==> config.mk <==
export PLATFORM = sky130hd
export DESIGN_NAME = lidar_range_frame_parser_flat
export DESIGN_NICKNAME = d
export VERILOG_FILES = /design/src/hdl/lrfp_pkg.sv /design/src/hdl/lrfp_if.sv /design/src/hdl/lrfp_frame_eval.sv /design/src/hdl/lidar_range_frame_parser.sv /design/src/flat_wrapper.sv
export SDC_FILE = /design/constraint.sdc
export NUM_CORES = 1
export LEC_CHECK = 0
export BUFFER_PORTS_ARGS = -buffer_cell sky130_fd_sc_hd__buf_2
export CAP_MARGIN = 10
export CORE_MARGIN = 5
export CORE_UTILIZATION = 50
export DETAILED_ROUTE_END_ITERATION = 7
export GPL_ROUTABILITY_DRIVEN = 0
export PLACE_DENSITY_LB_ADDON = 0.08
export SYNTH_ARGS = -nofsm -noshare
export SYNTH_HDL_FRONTEND = slang
export SYNTH_SLANG_ARGS = --single-unit
==> constraint.sdc <==
create_clock -name i_clk -period 5.1 [get_ports i_clk]
set_input_delay 1.02 -clock i_clk [delete_from_list [all_inputs] [get_ports i_clk]]
set_output_delay 1.02 -clock i_clk [all_outputs]
set_load 0.01 [all_outputs]
==> src/hdl/lrfp_pkg.sv <==
`timescale 1ns / 1ps

package lrfp_pkg;

    localparam logic [7:0]  HEADER_BYTE     = 8'h59;
    localparam logic [7:0]  HEADER_SUM      = 8'hB2;
    localparam logic [2:0]  PAYLOAD_STORED  = 3'd6;

    localparam int unsigned CFG_IDX_W       = 2;
    localparam int unsigned CFG_DATA_W      = 16;

    localparam logic [CFG_IDX_W-1:0] REG_MIN_STRENGTH   = 2'd0;
    localparam logic [CFG_IDX_W-1:0] REG_DISTANCE_SCALE = 2'd1;
    localparam logic [CFG_IDX_W-1:0] REG_DISTANCE_LIMIT = 2'd2;

    localparam logic [15:0] RST_MIN_STRENGTH   = 16'd10;
    localparam logic [3:0]  RST_DISTANCE_SCALE = 4'd10;
    localparam logic [13:0] RST_DISTANCE_LIMIT = 14'd10000;

    typedef struct packed {
        logic [15:0] min_strength;
        logic [3:0]  distance_scale;
        logic [13:0] distance_limit;
    } t_cfg;

    typedef struct packed {
        logic        frame_ok;
        logic [15:0] strength;
        logic [13:0] distance;
        logic        distance_fresh;
    } t_eval;

endpackage

==> src/hdl/lrfp_if.sv <==
`timescale 1ns / 1ps

interface lrfp_byte_if;
    logic       valid;
    logic       ready;
    logic [7:0] rx_byte;

    modport source (output valid, output rx_byte, input ready);
    modport sink   (input valid, input rx_byte, output ready);
endinterface

interface lrfp_result_if;
    logic        valid;
    logic        ready;
    logic        frame_ok;
    logic [15:0] strength;
    logic [13:0] distance;
    logic        distance_fresh;

    modport source (output valid, output frame_ok, output strength, output distance,
                    output distance_fresh, input ready);
    modport sink   (input valid, input frame_ok, input strength, input distance,
                    input distance_fresh, output ready);
endinterface

interface lrfp_cfg_if;
    logic                             valid;
    logic                             ready;
    logic [lrfp_pkg::CFG_IDX_W-1:0]   index;
    logic [lrfp_pkg::CFG_DATA_W-1:0]  data;

    modport source (output valid, output index, output data, input ready);
    modport sink   (input valid, input index, input data, output ready);
endinterface

==> src/hdl/lrfp_frame_eval.sv <==
`timescale 1ns / 1ps

module lrfp_frame_eval (
    input  logic [7:0]            i_sum,
    input  logic [7:0]            i_checksum,
    input  logic [15:0]           i_raw_distance,
    input  logic [15:0]           i_raw_strength,
    input  lrfp_pkg::t_cfg        i_cfg,
    input  logic [15:0]           i_held_strength,
    input  logic [13:0]           i_held_distance,
    output lrfp_pkg::t_eval       o_eval
);

    logic        ok;
    logic        above_min;
    logic [19:0] scaled;
    logic [13:0] clamped;

    assign ok        = (i_sum == i_checksum);
    assign above_min = (i_raw_strength > i_cfg.min_strength);
    assign scaled    = {4'd0, i_raw_distance} * {16'd0, i_cfg.distance_scale};
    assign clamped   = (scaled > {6'd0, i_cfg.distance_limit}) ? i_cfg.distance_limit
                                                               : scaled[13:0];

    always_comb begin
        o_eval.frame_ok       = ok;
        o_eval.strength       = ok ? i_raw_strength : i_held_strength;
        o_eval.distance_fresh = ok && above_min;
        o_eval.distance       = (ok && above_min) ? clamped : i_held_distance;
    end

endmodule

==> src/hdl/lidar_range_frame_parser.sv <==
`timescale 1ns / 1ps

// Channel    Dir   Payload                                         Transaction
// i_byte     in    rx_byte[7:0]                                    valid & ready
// o_result   out   frame_ok, strength[15:0], distance[13:0], fresh valid & ready
// i_cfg      in    index[1:0], data[15:0]                          valid & ready
//
// One byte is accepted per cycle, except while the checksum byte is held off;
// a result is registered in the cycle after a frame's checksum byte is accepted.
// The checksum byte is held off only while the output register is full and stalled.
// Reset is synchronous and active low; it returns the parser to hunting the first
// header and loads the register reset values. The configuration port never stalls.

module lidar_range_frame_parser (
    input  logic           i_clk,
    input  logic           i_rst_n,
    lrfp_byte_if.sink      i_byte,
    lrfp_result_if.source  o_result,
    lrfp_cfg_if.sink       i_cfg
);

    typedef enum logic [1:0] {
        PH_HUNT1   = 2'd0,
        PH_HUNT2   = 2'd1,
        PH_COLLECT = 2'd2
    } t_phase;

    t_phase          r_phase, n_phase;
    logic [2:0]      r_count, n_count;
    logic [7:0]      r_sum;
    logic [7:0]      r_dist_lo, r_dist_hi, r_str_lo, r_str_hi;
    logic [15:0]     r_held_strength;
    logic [13:0]     r_held_distance;
    lrfp_pkg::t_cfg  r_cfg;

    logic            r_out_valid;
    lrfp_pkg::t_eval r_out;

    lrfp_pkg::t_eval eval;
    logic            in_acc;
    logic            at_checksum;
    logic            result_now;

    assign at_checksum = (r_phase == PH_COLLECT) && (r_count == lrfp_pkg::PAYLOAD_STORED);
    assign i_byte.ready = !(at_checksum && r_out_valid && !o_result.ready);
    assign in_acc       = i_byte.valid && i_byte.ready;
    assign result_now   = in_acc && at_checksum;
    assign i_cfg.ready  = 1'b1;

    lrfp_frame_eval u_eval (
        .i_sum           (r_sum),
        .i_checksum      (i_byte.rx_byte),
        .i_raw_distance  ({r_dist_hi, r_dist_lo}),
        .i_raw_strength  ({r_str_hi, r_str_lo}),
        .i_cfg           (r_cfg),
        .i_held_strength (r_held_strength),
        .i_held_distance (r_held_distance),
        .o_eval          (eval)
    );

    always_comb begin
        n_phase = r_phase;
        n_count = r_count;
        unique case (r_phase)
            PH_HUNT2: begin
                n_phase = (i_byte.rx_byte == lrfp_pkg::HEADER_BYTE) ? PH_COLLECT : PH_HUNT1;
                n_count = 3'd0;
            end
            PH_COLLECT: begin
                if (r_count == lrfp_pkg::PAYLOAD_STORED) begin
                    n_phase = PH_HUNT1;
                    n_count = 3'd0;
                end else begin
                    n_count = r_count + 3'd1;
                end
            end
            default: begin
                if (i_byte.rx_byte == lrfp_pkg::HEADER_BYTE) begin
                    n_phase = PH_HUNT2;
                    n_count = 3'd0;
                end
            end
        endcase
    end

    always_ff @(posedge i_clk) begin
        if (!i_rst_n) begin
            r_phase         <= PH_HUNT1;
            r_count         <= 3'd0;
            r_held_strength <= 16'd0;
            r_held_distance <= 14'd0;
            r_out_valid     <= 1'b0;
            r_cfg.min_strength   <= lrfp_pkg::RST_MIN_STRENGTH;
            r_cfg.distance_scale <= lrfp_pkg::RST_DISTANCE_SCALE;
            r_cfg.distance_limit <= lrfp_pkg::RST_DISTANCE_LIMIT;
        end else begin
            if (in_acc) begin
                r_phase <= n_phase;
                r_count <= n_count;
            end
            if (result_now) begin
                r_held_strength <= eval.strength;
                r_held_distance <= eval.distance;
                r_out_valid     <= 1'b1;
            end else if (o_result.ready) begin
                r_out_valid <= 1'b0;
            end
            if (i_cfg.valid && i_cfg.ready) begin
                unique case (i_cfg.index)
                    lrfp_pkg::REG_MIN_STRENGTH:   r_cfg.min_strength   <= i_cfg.data;
                    lrfp_pkg::REG_DISTANCE_SCALE: r_cfg.distance_scale <= i_cfg.data[3:0];
                    lrfp_pkg::REG_DISTANCE_LIMIT: r_cfg.distance_limit <= i_cfg.data[13:0];
                    default: ;
                endcase
            end
        end
    end

    always_ff @(posedge i_clk) begin
        if (in_acc) begin
            if (r_phase == PH_HUNT2) begin
                r_sum <= lrfp_pkg::HEADER_SUM;
            end else if (r_phase == PH_COLLECT && !at_checksum) begin
                r_sum <= r_sum + i_byte.rx_byte;
                unique case (r_count)
                    3'd0:    r_dist_lo <= i_byte.rx_byte;
                    3'd1:    r_dist_hi <= i_byte.rx_byte;
                    3'd2:    r_str_lo  <= i_byte.rx_byte;
                    3'd3:    r_str_hi  <= i_byte.rx_byte;
                    default: ;
                endcase
            end
        end
        if (result_now) begin
            r_out <= eval;
        end
    end

    assign o_result.valid          = r_out_valid;
    assign o_result.frame_ok       = r_out.frame_ok;
    assign o_result.strength       = r_out.strength;
    assign o_result.distance       = r_out.distance;
    assign o_result.distance_fresh = r_out.distance_fresh;

`ifndef ASSERT_OFF
    a_count_range: assert property (@(posedge i_clk) disable iff (!i_rst_n)
        r_count <= lrfp_pkg::PAYLOAD_STORED)
        else $error("payload count beyond the stored payload length");

    a_fresh_needs_ok: assert property (@(posedge i_clk) disable iff (!i_rst_n)
        o_result.valid && o_result.distance_fresh |-> o_result.frame_ok)
        else $error("distance marked fresh on a frame with a bad checksum");

    a_frame_end_rehunt: assert property (@(posedge i_clk) disable iff (!i_rst_n)
        result_now |=> (r_phase == PH_HUNT1) && (r_count == 3'd0) && r_out_valid)
        else $error("parser did not return to header hunt after a frame");

    a_held_match: assert property (@(posedge i_clk) disable iff (!i_rst_n)
        o_result.valid |-> (o_result.strength == r_held_strength))
        else $error("reported strength differs from the held strength");
`endif

endmodule

==> src/flat_wrapper.sv <==
// flat-port wrapper written by rule: the top's interface ports become plain ports
module lidar_range_frame_parser_flat 
  (i_clk, i_rst_n, i_byte_valid, i_byte_rx_byte, i_byte_ready, o_result_valid, o_result_frame_ok, o_result_strength, o_result_distance, o_result_distance_fresh, o_result_ready, i_cfg_valid, i_cfg_index, i_cfg_data, i_cfg_ready);
  lrfp_byte_if i_byte_i ();
  lrfp_result_if o_result_i ();
  lrfp_cfg_if i_cfg_i ();
  input  logic i_clk;
  input  logic i_rst_n;
  input wire logic [$bits(i_byte_i.valid)-1:0] i_byte_valid;
  input wire logic [$bits(i_byte_i.rx_byte)-1:0] i_byte_rx_byte;
  output wire logic [$bits(i_byte_i.ready)-1:0] i_byte_ready;
  output wire logic [$bits(o_result_i.valid)-1:0] o_result_valid;
  output wire logic [$bits(o_result_i.frame_ok)-1:0] o_result_frame_ok;
  output wire logic [$bits(o_result_i.strength)-1:0] o_result_strength;
  output wire logic [$bits(o_result_i.distance)-1:0] o_result_distance;
  output wire logic [$bits(o_result_i.distance_fresh)-1:0] o_result_distance_fresh;
  input wire logic [$bits(o_result_i.ready)-1:0] o_result_ready;
  input wire logic [$bits(i_cfg_i.valid)-1:0] i_cfg_valid;
  input wire logic [$bits(i_cfg_i.index)-1:0] i_cfg_index;
  input wire logic [$bits(i_cfg_i.data)-1:0] i_cfg_data;
  output wire logic [$bits(i_cfg_i.ready)-1:0] i_cfg_ready;
  assign i_byte_i.valid = i_byte_valid;
  assign i_byte_i.rx_byte = i_byte_rx_byte;
  assign i_byte_ready = i_byte_i.ready;
  assign o_result_valid = o_result_i.valid;
  assign o_result_frame_ok = o_result_i.frame_ok;
  assign o_result_strength = o_result_i.strength;
  assign o_result_distance = o_result_i.distance;
  assign o_result_distance_fresh = o_result_i.distance_fresh;
  assign o_result_i.ready = o_result_ready;
  assign i_cfg_i.valid = i_cfg_valid;
  assign i_cfg_i.index = i_cfg_index;
  assign i_cfg_i.data = i_cfg_data;
  assign i_cfg_ready = i_cfg_i.ready;
  lidar_range_frame_parser u_core (.i_clk(i_clk), .i_rst_n(i_rst_n), .i_byte(i_byte_i), .o_result(o_result_i), .i_cfg(i_cfg_i));
endmodule
# ---- Yosys cells after proc, flatten, opt, wreduce, memory -nomap -nowiden
# Cells that the tools add are included.
dict set report op_classes {
  addsub 2
  n_mul 1
  n_lt_le_gt_ge 2
  n_eq_ne 11
  n_mux 13
  bitwise_logic 1
  n_reduce_logical 25
}
# operator n
set ops {}
lappend ops {{$mux W14} 2}
lappend ops {{$gt A20 B14 Y1} 1}
lappend ops {{$mul A16 B4 Y20} 1}
lappend ops {{$gt A16 B16 Y1} 1}
lappend ops {{$mux W16} 1}
lappend ops {{$reduce_and A4 Y1} 4}
lappend ops {{$reduce_and A2 Y1} 5}
lappend ops {{$add A8 B8 Y8} 1}
lappend ops {{$eq A8 B7 Y1 const B} 1}
lappend ops {{$eq A8 B8 Y1} 1}
lappend ops {{$mux W8} 1}
lappend ops {{$logic_and A1 B1 Y1} 7}
lappend ops {{$eq A3 B2 Y1 const B} 2}
lappend ops {{$mux W2} 3}
lappend ops {{$mux W3} 2}
lappend ops {{$pmux W3 S2} 1}
lappend ops {{$eq A2 B1 Y1 const B} 2}
lappend ops {{$eq A2 B2 Y1 const B} 2}
lappend ops {{$pmux W2 S2} 1}
lappend ops {{$reduce_bool A2 Y1} 2}
lappend ops {{$add A3 B1 Y3 const B} 1}
lappend ops {{$eq A3 B1 Y1 const B} 1}
lappend ops {{$eq A3 B3 Y1 const B} 1}
lappend ops {{$logic_not A1 Y1} 3}
lappend ops {{other kinds (7)} 8}
dict set report word_totals {
  reg_bits 142
  input_bits 31
  out_inout_bits 35
  word_cells 72
}

# ---- Longest topological paths before layout
# Gate-level depths: netlist of the first run.
dict set report logic_depth {
  ltp_word 8
  depth_mapped 24
  mapped_depth_nobuf 21
}

# ---- Hierarchy
# From an unflattened synthesis of the first run, not the netlist that was laid out.
dict set report hier_totals {
  cells_unflattened 962
  area_unflattened_um2 9121.2
}
# module n_inst cells_each area_per_inst_um2
set by_module_without_submodules {}
lappend by_module_without_submodules {lidar_range_frame_parser 1 456 5333.9}
lappend by_module_without_submodules {lrfp_frame_eval 1 506 3787.4}

# ---- Worst setup path after synthesis of the first run
# OpenSTA, ideal clock, no wires.
dict set report synth_path {
  path_kind {reg2reg}
  from {reg u_core.r_cfg[16] in the netlist's numbering}
  to {reg u_core.r_out, in the netlist u_core.o_result.distance[0], data pin}
  setup_ps 261
  arrival_time_ps 5210
  t_required_ps 4839
  slack_ps -371
  path_stages_with_launch 23
  path_buffers 2
  path_cell_list {dfxtp_1 > clkbuf_1 > and2_1 > fa_1 > inv_1 > fa_1 > inv_1 > ha_1 > a2111oi_2 > o21ai_1 > a31o_2 > a21oi_1 > xor2_1 > inv_1 > ha_1 > and4_1 > nand4_1 > o32a_1 > a2111oi_4 > o2111a_1 > buf_4 > nand2_2 > a311o_1}
}
# element line
set synth_rtl {}
lappend synth_rtl {{start, declared} lidar_range_frame_parser.sv:34} ;# lrfp_pkg::t_cfg r_cfg;
lappend synth_rtl {{end signal, assigned} lidar_range_frame_parser.sv:135} ;# r_out <= eval;
lappend synth_rtl {{end, declared} lidar_range_frame_parser.sv:37} ;# lrfp_pkg::t_eval r_out;

==> metrics, run 1 <==
Leakage=4.37 nW; Crit Path Max Fanout=14; Synth top area share=0.246; placed standard-cell area=roughly 9800 sq um; violated checks=setup timing; IO Pins=66; Rel. slew slack=0.253; vias per cell=5.35; synthesized net count=1,057; root buffer cell=clkbuf_16; pin count of the biggest net entering global routing=50; combinational fraction of design power=0.137; Fin Clk Skew=8.41 ps; Max VDD drop=between 200 and 300 uV; worst hold slack=453 ps; crit-path cells=and2_4 -> fa_1 -> inv_2 -> fa_1 -> inv_2 -> ha_4 -> a2111oi_4 -> o21ai_2 -> a31o_2 -> a21oi_2 -> xor2_1 -> inv_1 -> ha_1 -> and4_1 -> nand4_1 -> o32a_1 -> a2111oi_4 -> o2111ai_2 -> nor2_4 -> buf_12 -> o311ai_1; sequential power share=0.433; Sw Share=0.253; drc violations=0; First-pass DRT Iterations=7; Pint=0.00209 W; CTS tree=yes; number of core rows=between 40 and 50; area of the core=roughly 17,000 sq um; Synth area leaders=edfxtp_1 (25%), dfxtp_1 (16%), ha_1 (9.1%); Yosys reg bits=142; Primary FF master, synth=edfxtp_1; Worst EP arrival=5460 ps; share of cells above drive strength 1=0.204; Setup crit start kind=flop; die area=20,300 sq um; slowest stage cell on the critical path=fa_1; sequential share of the synthesized area=0.406; Final Net Count=1,171; fmax=approximately 190 MHz; Final Power=0.00280 W; GRT Overall Usage=0.207; WS Path Type=flop to flop; Initial Utilization=0.509; CTS sink count=around 140; Detailed Route Iter0 Violations=just under 500; Least-Margin Pin Slew=1120 ps; Post-synth top cells=nand2_1 (169), inv_1 (100), edfxtp_1 (72); Final WS setup=-212 ps; clock-pin slew on the worst setup and hold paths=about 60 ps; Max Cap Violations=0; Die Y-Extent=approximately 140 um; post-DR wirelength/cell=16.1 um; Post-Route WL=20.7 mm; Setup violations, final=28; Post-Place Cells=roughly 1,200; Clock Path Buffers=2; IO Port Bufs=64; syn_area_per_cell=about 9.4 sq um; hpwl dp=15.4 mm; Final period util=1.04; global-route wire length before repair=33.2 mm; n_diodes=0; Post-Layout Cell Count=around 1,300; Fill cells=1,528; max incr delay on CP=roughly 550 ps; cell count after synthesis=933; required time of the critical path=5250 ps; post-route cell area=10,500 sq um; CTS H-tree depth=4; async set or reset register ratio after synthesis=0; run status=finished, violations left; Post-synth EDFFs=72; area grow syn2layout=19.1%; Final Hold Vio Count=0; vias in the first global route=6,463; Hold Crit Class=flop to flop; GRT overflow=0; Vias=6,873; clock share of power=0.430; Skew-Pair Late Insertion Delay=420 ps; DIE WIDTH=143 um; Slew Limit Fails=0; post-layout minimum cycle time=between 5000 and 6000 ps; P per Cell Area=268 nW/um^2; Num CTS Buffers=17; RSZ-0062 raised after global routing=true; Post-DRT Antenna Nets=0; initial antenna violation count=0; NetSw=0.000708 W; mapped cell area=between 8000 and 9000 sq um; most frequent cell after synthesis=nand2_1; area leader, netlist=edfxtp_1; Post-CTS Hold Fix Bufs=0; Ys Warns=0; Setup crit end kind=flop; Yosys cell types=70
==> worst max-delay path: cells and delay by family, from the launching register on <==
family / cells / cell delay [ps]
compound gates: 8 / 1840
fa+ha+maj: 4 / 1540
simple gates: 4 / 720
flops: 1 / 440
buf+inv: 4 / 320
xor+xnor: 1 / 160
==> kinds of logic (layout without fill, tap and decap cells) <==
group                      count (synthesis)  in the layout  synth area share
and+or+nand+nor                          361            361             0.202
AOI/OAI and AO/OA                        154            154             0.125
buffers and inverters                    144            271            0.0680
DFF                                      142            142             0.406
adders and majority gates                 93             93             0.157
muxes                                     21             21            0.0239
xor gates and xnor gates                  17             17            0.0170
other                                      1              1          0.000427
==> placed cells by master (no fill, tap or decap), types with 4 or more instances in the layout <==
master and instances:
nand2_1 169, inv_1 96, edfxtp_1 72, dfxtp_1 67
buf_2 64, buf_4 64, ha_1 59, a21oi_1 50
and2_1 41, nor2_1 35, nand4_1 30, fa_1 29
nand3_1 23, mux2i_1 21, o211ai_1 20, clkbuf_16 18
o21ai_0 13, a21o_1 12, nor2b_1 11, o311ai_1 10
xnor2_1 9, xor2_1 8, inv_2 7, nand2b_1 7
o21a_1 6, clkinv_2 6, buf_6 6, nor3_1 5
nand3b_1 5, and2_4 5, o211ai_2 5, o21ai_1 4
ha_4 4
==> layer usage <==
| layer | GRT usage | routed length (um) |
|---|---|---|
| met1 | 0.295 | 9740 |
| met2 | 0.320 | 9490 |
| met3 | 0.0407 | 1110 |
| met4 | 0.0625 | 313 |
| met5 | 0 | 0 |
==> power groups by stage <==
stage	Combinational, W	Sequential, W	Clock [W]
finish	0.000383	0.00121	0.00121
floorplan	0.000251	0.00123	0
global placement	0.000372	0.00124	0
CTS	0.000381	0.00121	0.00123
detailed placement	0.000371	0.00124	0
global route	0.000428	0.00121	0.00128
==> path summary, 6_finish.rpt <==
check                           start                           end  depth (start not counted)  slack, ps
setup / recovery  u_core.r_dist_lo[3]  u_core.o_result.distance[11]                         21       -210
hold / removal       u_core.r_cfg[30]              u_core.r_cfg[30]                          2        450
setup reg to reg  u_core.r_dist_lo[3]  u_core.o_result.distance[11]                         21       -210
hold reg to reg      u_core.r_cfg[30]              u_core.r_cfg[30]                          2        450
==> metrics by stage <==
| stage | utilization | setup TNS [ps] | worst slack, ps |
|---|---|---|---|
| floorplan | - | 0 | 0.808 |
| global placement | 0.568 | -1910 | -166 |
| detailed placement | 0.568 | -4120 | -246 |
| CTS | 0.605 | -3480 | -192 |
| global route | 0.607 | -11740 | -480 |
| finish | 0.607 | -4370 | -212 |
==> sequential cells by signal, indices dropped and copies added (netlist names) <==
signal / flops
u_core.r_dist_hi: 8
u_core.r_count: 3
u_core.o_result.valid: 1
u_core.r_dist_lo: 8
u_core.r_held_distance: 14
u_core.o_result.distance: 14
u_core.r_held_strength: 16
u_core.o_result.frame_ok: 1
u_core.o_result.strength: 16
u_core.o_result.distance_fresh: 1
u_core.r_phase: 2
u_core.r_str_hi: 8
u_core.r_cfg: 34
u_core.r_str_lo: 8
u_core.r_sum: 8
==> what timing repair did <==
action | CTS | global route
cloned | 0 | 0
endpoints found under the setup margin | 28 | 28
pin swaps | 7 | 3
setup buffers | 5 | 3
resized for setup | 10 | 4
==> cell type report <==
type | instances | area (sq um) | share of cell area
Inverter | 103 | 387 | 0.0370
Multi-Input combinational cell | 647 | 4740 | 0.453
Sequential cell | 142 | 3570 | 0.341
Timing Repair Buffer | 136 | 908 | 0.0869
Clock buffer | 22 | 485 | 0.0464
Tap cell | 225 | 282 | 0.0269
Clock inverter | 10 | 85.1 | 0.00814
Note: power is estimated with default switching activity, not from simulation.
==> run 2: changes to the inputs <==
==> constraint.sdc (replaced) <==
create_clock -name i_clk -period 5.1 [get_ports i_clk]
set_input_delay 0.255 -clock i_clk [delete_from_list [all_inputs] [get_ports i_clk]]
set_output_delay 0.255 -clock i_clk [all_outputs]
set_load 0.01 [all_outputs]
==> run 2 against run 1 <==
  * The run still ends with setup timing left
  * Global-route usage is 0.36 points higher
  * Non-clock buffer count rose by 16
  * Routed wire length increased by 3.4%
  * Power grew 0.39%
  * First-iteration DRC count decreased by 18%
  * Critical path depth fell by 1
  * Via count is 2.4% higher
  * Sequential power is essentially flat
  * Clock skew up 5.0 ps
  * Core utilization rose by 1.4 points
  * Die area unchanged
  * Critical path type unchanged
==> metrics, run 2 (same netlist as run 1, synthesis figures left out) <==
run status=finished, violations left; violated checks=setup timing; Post-DRT Antenna Nets=0 (unchanged); Rel. slew slack=0.200 (-0.0526); r2r worst-path depth=20 (-4.8%); worst hold slack=72.6 ps (-381 ps); root buffer cell=clkbuf_16; n_diodes=0 (unchanged); Max VDD drop=322 uV (+10%); Initial Utilization=0.509 (unchanged); most frequent cells in the layout=nand2_1 (168), inv_1 (95), buf_4 (80); Fill cells=1,489 (-2.6%); post-layout minimum cycle time=5330 ps (+17.4 ps); number of core rows=48 (unchanged); Fin Clk Skew=13.4 ps (+4.96 ps); Num CTS Buffers=17 (unchanged); hpwl dp=15.8 mm (+2.6%); Hold Crit Class=input pin to flop; Setup crit start kind=flop; Post-CTS Hold Fix Bufs=0 (unchanged); area grow syn2layout=21.7%; Setup crit end kind=flop; IO Pins=66 (unchanged); drc violations=0 (unchanged); Crit Path Max Fanout=4 (-10); CTS tree=yes; Worst EP arrival=5510 ps (+50 ps); area of the core=17,200 sq um (unchanged); IO Port Bufs=64 (unchanged); Die Y-Extent=143 um (unchanged); required time of the critical path=5280 ps (+30 ps); Slew Limit Fails=0 (unchanged); commonest non-fill, non-tap cell in the layout=nand2_1; pre-CTS WS=-210 ps (+36.0 ps); max FFs per register=34 (unchanged); vias per cell=5.41 (+1.1%); Vias=7,037 (+2.4%); most flop-heavy register=u_core.r_cfg; First-pass DRT Iterations=5 (-2); clock-pin slew on the worst setup and hold paths=70 ps (about the same); die area=20,300 sq um (unchanged); DIE WIDTH=143 um (unchanged); fmax=188 MHz (-0.33%); Final Hold Vio Count=0 (unchanged); Least-Margin Pin Slew=1190 ps (+78.6 ps); post-DR wirelength/cell=16.4 um (+2.2%); pin count of the biggest net entering global routing=50 (unchanged); hold path depth=3 (+1); Post-Route WL=21.4 mm (+3.4%); Final WS setup=-230 ps (-17.4 ps); Skew-Pair Late Insertion Delay=430 ps (about the same); Setup violations, final=28 (unchanged); share of cells above drive strength 1=0.233 (+0.0295); Detailed Route Iter0 Violations=402 (-18%); Final Net Count=1,187 (+1.4%); vias in the first global route=6,697 (+3.6%); Max Cap Violations=0 (unchanged); GRT overflow=0 (unchanged); WS Path Type=flop to flop; Final period util=1.05 (+0.00340); CTS H-tree depth=4 (unchanged); Clock Path Buffers=2 (unchanged); CTS sink count=142 (unchanged); RSZ-0062 raised after global routing=true; P per Cell Area=263 nW/um^2 (-1.8%); Leakage=4.46 nW (+2.1%); GRT Overall Usage=0.210 (+0.00357); global-route wire length before repair=34.1 mm (+2.6%); initial antenna violation count=0 (unchanged)
[run 2: cell count changes in the layout (fill, tap and decap cells not counted), sizes merged]
cell and change:
clkinvlp +4, inv +4, clkbuf -2, bufinv -1, buf +14, clkinv -3
[run 2: through the flow]
stage / util / TNS, ps / std cells / area (sq um) / total power, W
after floorplan: - / 0 / 933 / 8920 / 0.00148
after global placement: 0.567 / -874 / 1244 / 9780 / 0.00161
after detailed placement: 0.567 / -3140 / 1244 / 9780 / 0.00161
after CTS: 0.608 / -1040 / 1292 / 10500 / 0.00280
after global routing: 0.620 / -10560 / 1301 / 10700 / 0.00293
final: 0.620 / -4890 / 1301 / 10700 / 0.00281
[run 2: per-layer routing]
metal	share of wire	routed length, um	global-route usage
met5	0	0	0
met4	0.017	355	0.0585
met3	0.049	1050	0.0380
met2	0.46	9930	0.330
met1	0.47	10000	0.300
[run 2: repair_timing]
action | 4_1_cts | 5_1_grt
endpoints found under the setup margin | 28 | 28
resized for setup | 9 | 26
cloned | 0 | 2
pin swaps | 18 | 39
buffers inserted | 17 | 7
[run 2: worst paths after layout]
kind | startpoint | endpoint | slack [ps]
max | u_core.r_dist_lo[3] | u_core.o_result.distance[0] | -230
min | i_cfg_data[14] | u_core.r_cfg[32] | 70
max reg2reg | u_core.r_dist_lo[3] | u_core.o_result.distance[0] | -230
min reg2reg | u_core.r_cfg[26] | u_core.r_cfg[26] | 460
[run 2: critical path, cell delays in order (launching register included)]
cell       delay [ps]
edfxtp_1          430
and2_4            170
fa_1              540
inv_2              40
fa_1              520
inv_2              50
ha_4              210
nor2b_4           130
o31a_4            350
buf_6             120
o211ai_1          210
nand2b_1          100
a21oi_2           190
xnor2_2           100
ha_1              300
nand4_1            80
o32a_1            390
a2111oi_4         390
o2111a_2          420
nand2_4            80
a311o_1           270
[run 2: cell type report]
cell class / instances / area, sq um / area share
well taps: 225 / 282 / 0.0263
inverters: 103 / 387 / 0.0362
clock inverters: 14 / 110 / 0.0103
multi-input cells: 647 / 4850 / 0.454
clock buffers: 18 / 439 / 0.0411
repair buffers: 152 / 1060 / 0.0988
flip-flops and latches: 142 / 3570 / 0.334
[run 2: power breakdown]
group / total, W / switching (W) / leakage, nW / internal (W)
sequential: 0.00121 / 0.00000910 / 1.22 / 0.00120
clock: 0.00116 / 0.000515 / 0.255 / 0.000642
combinational: 0.000443 / 0.000236 / 2.98 / 0.000207
total: 0.00281 / 0.000760 / 4.46 / 0.00205
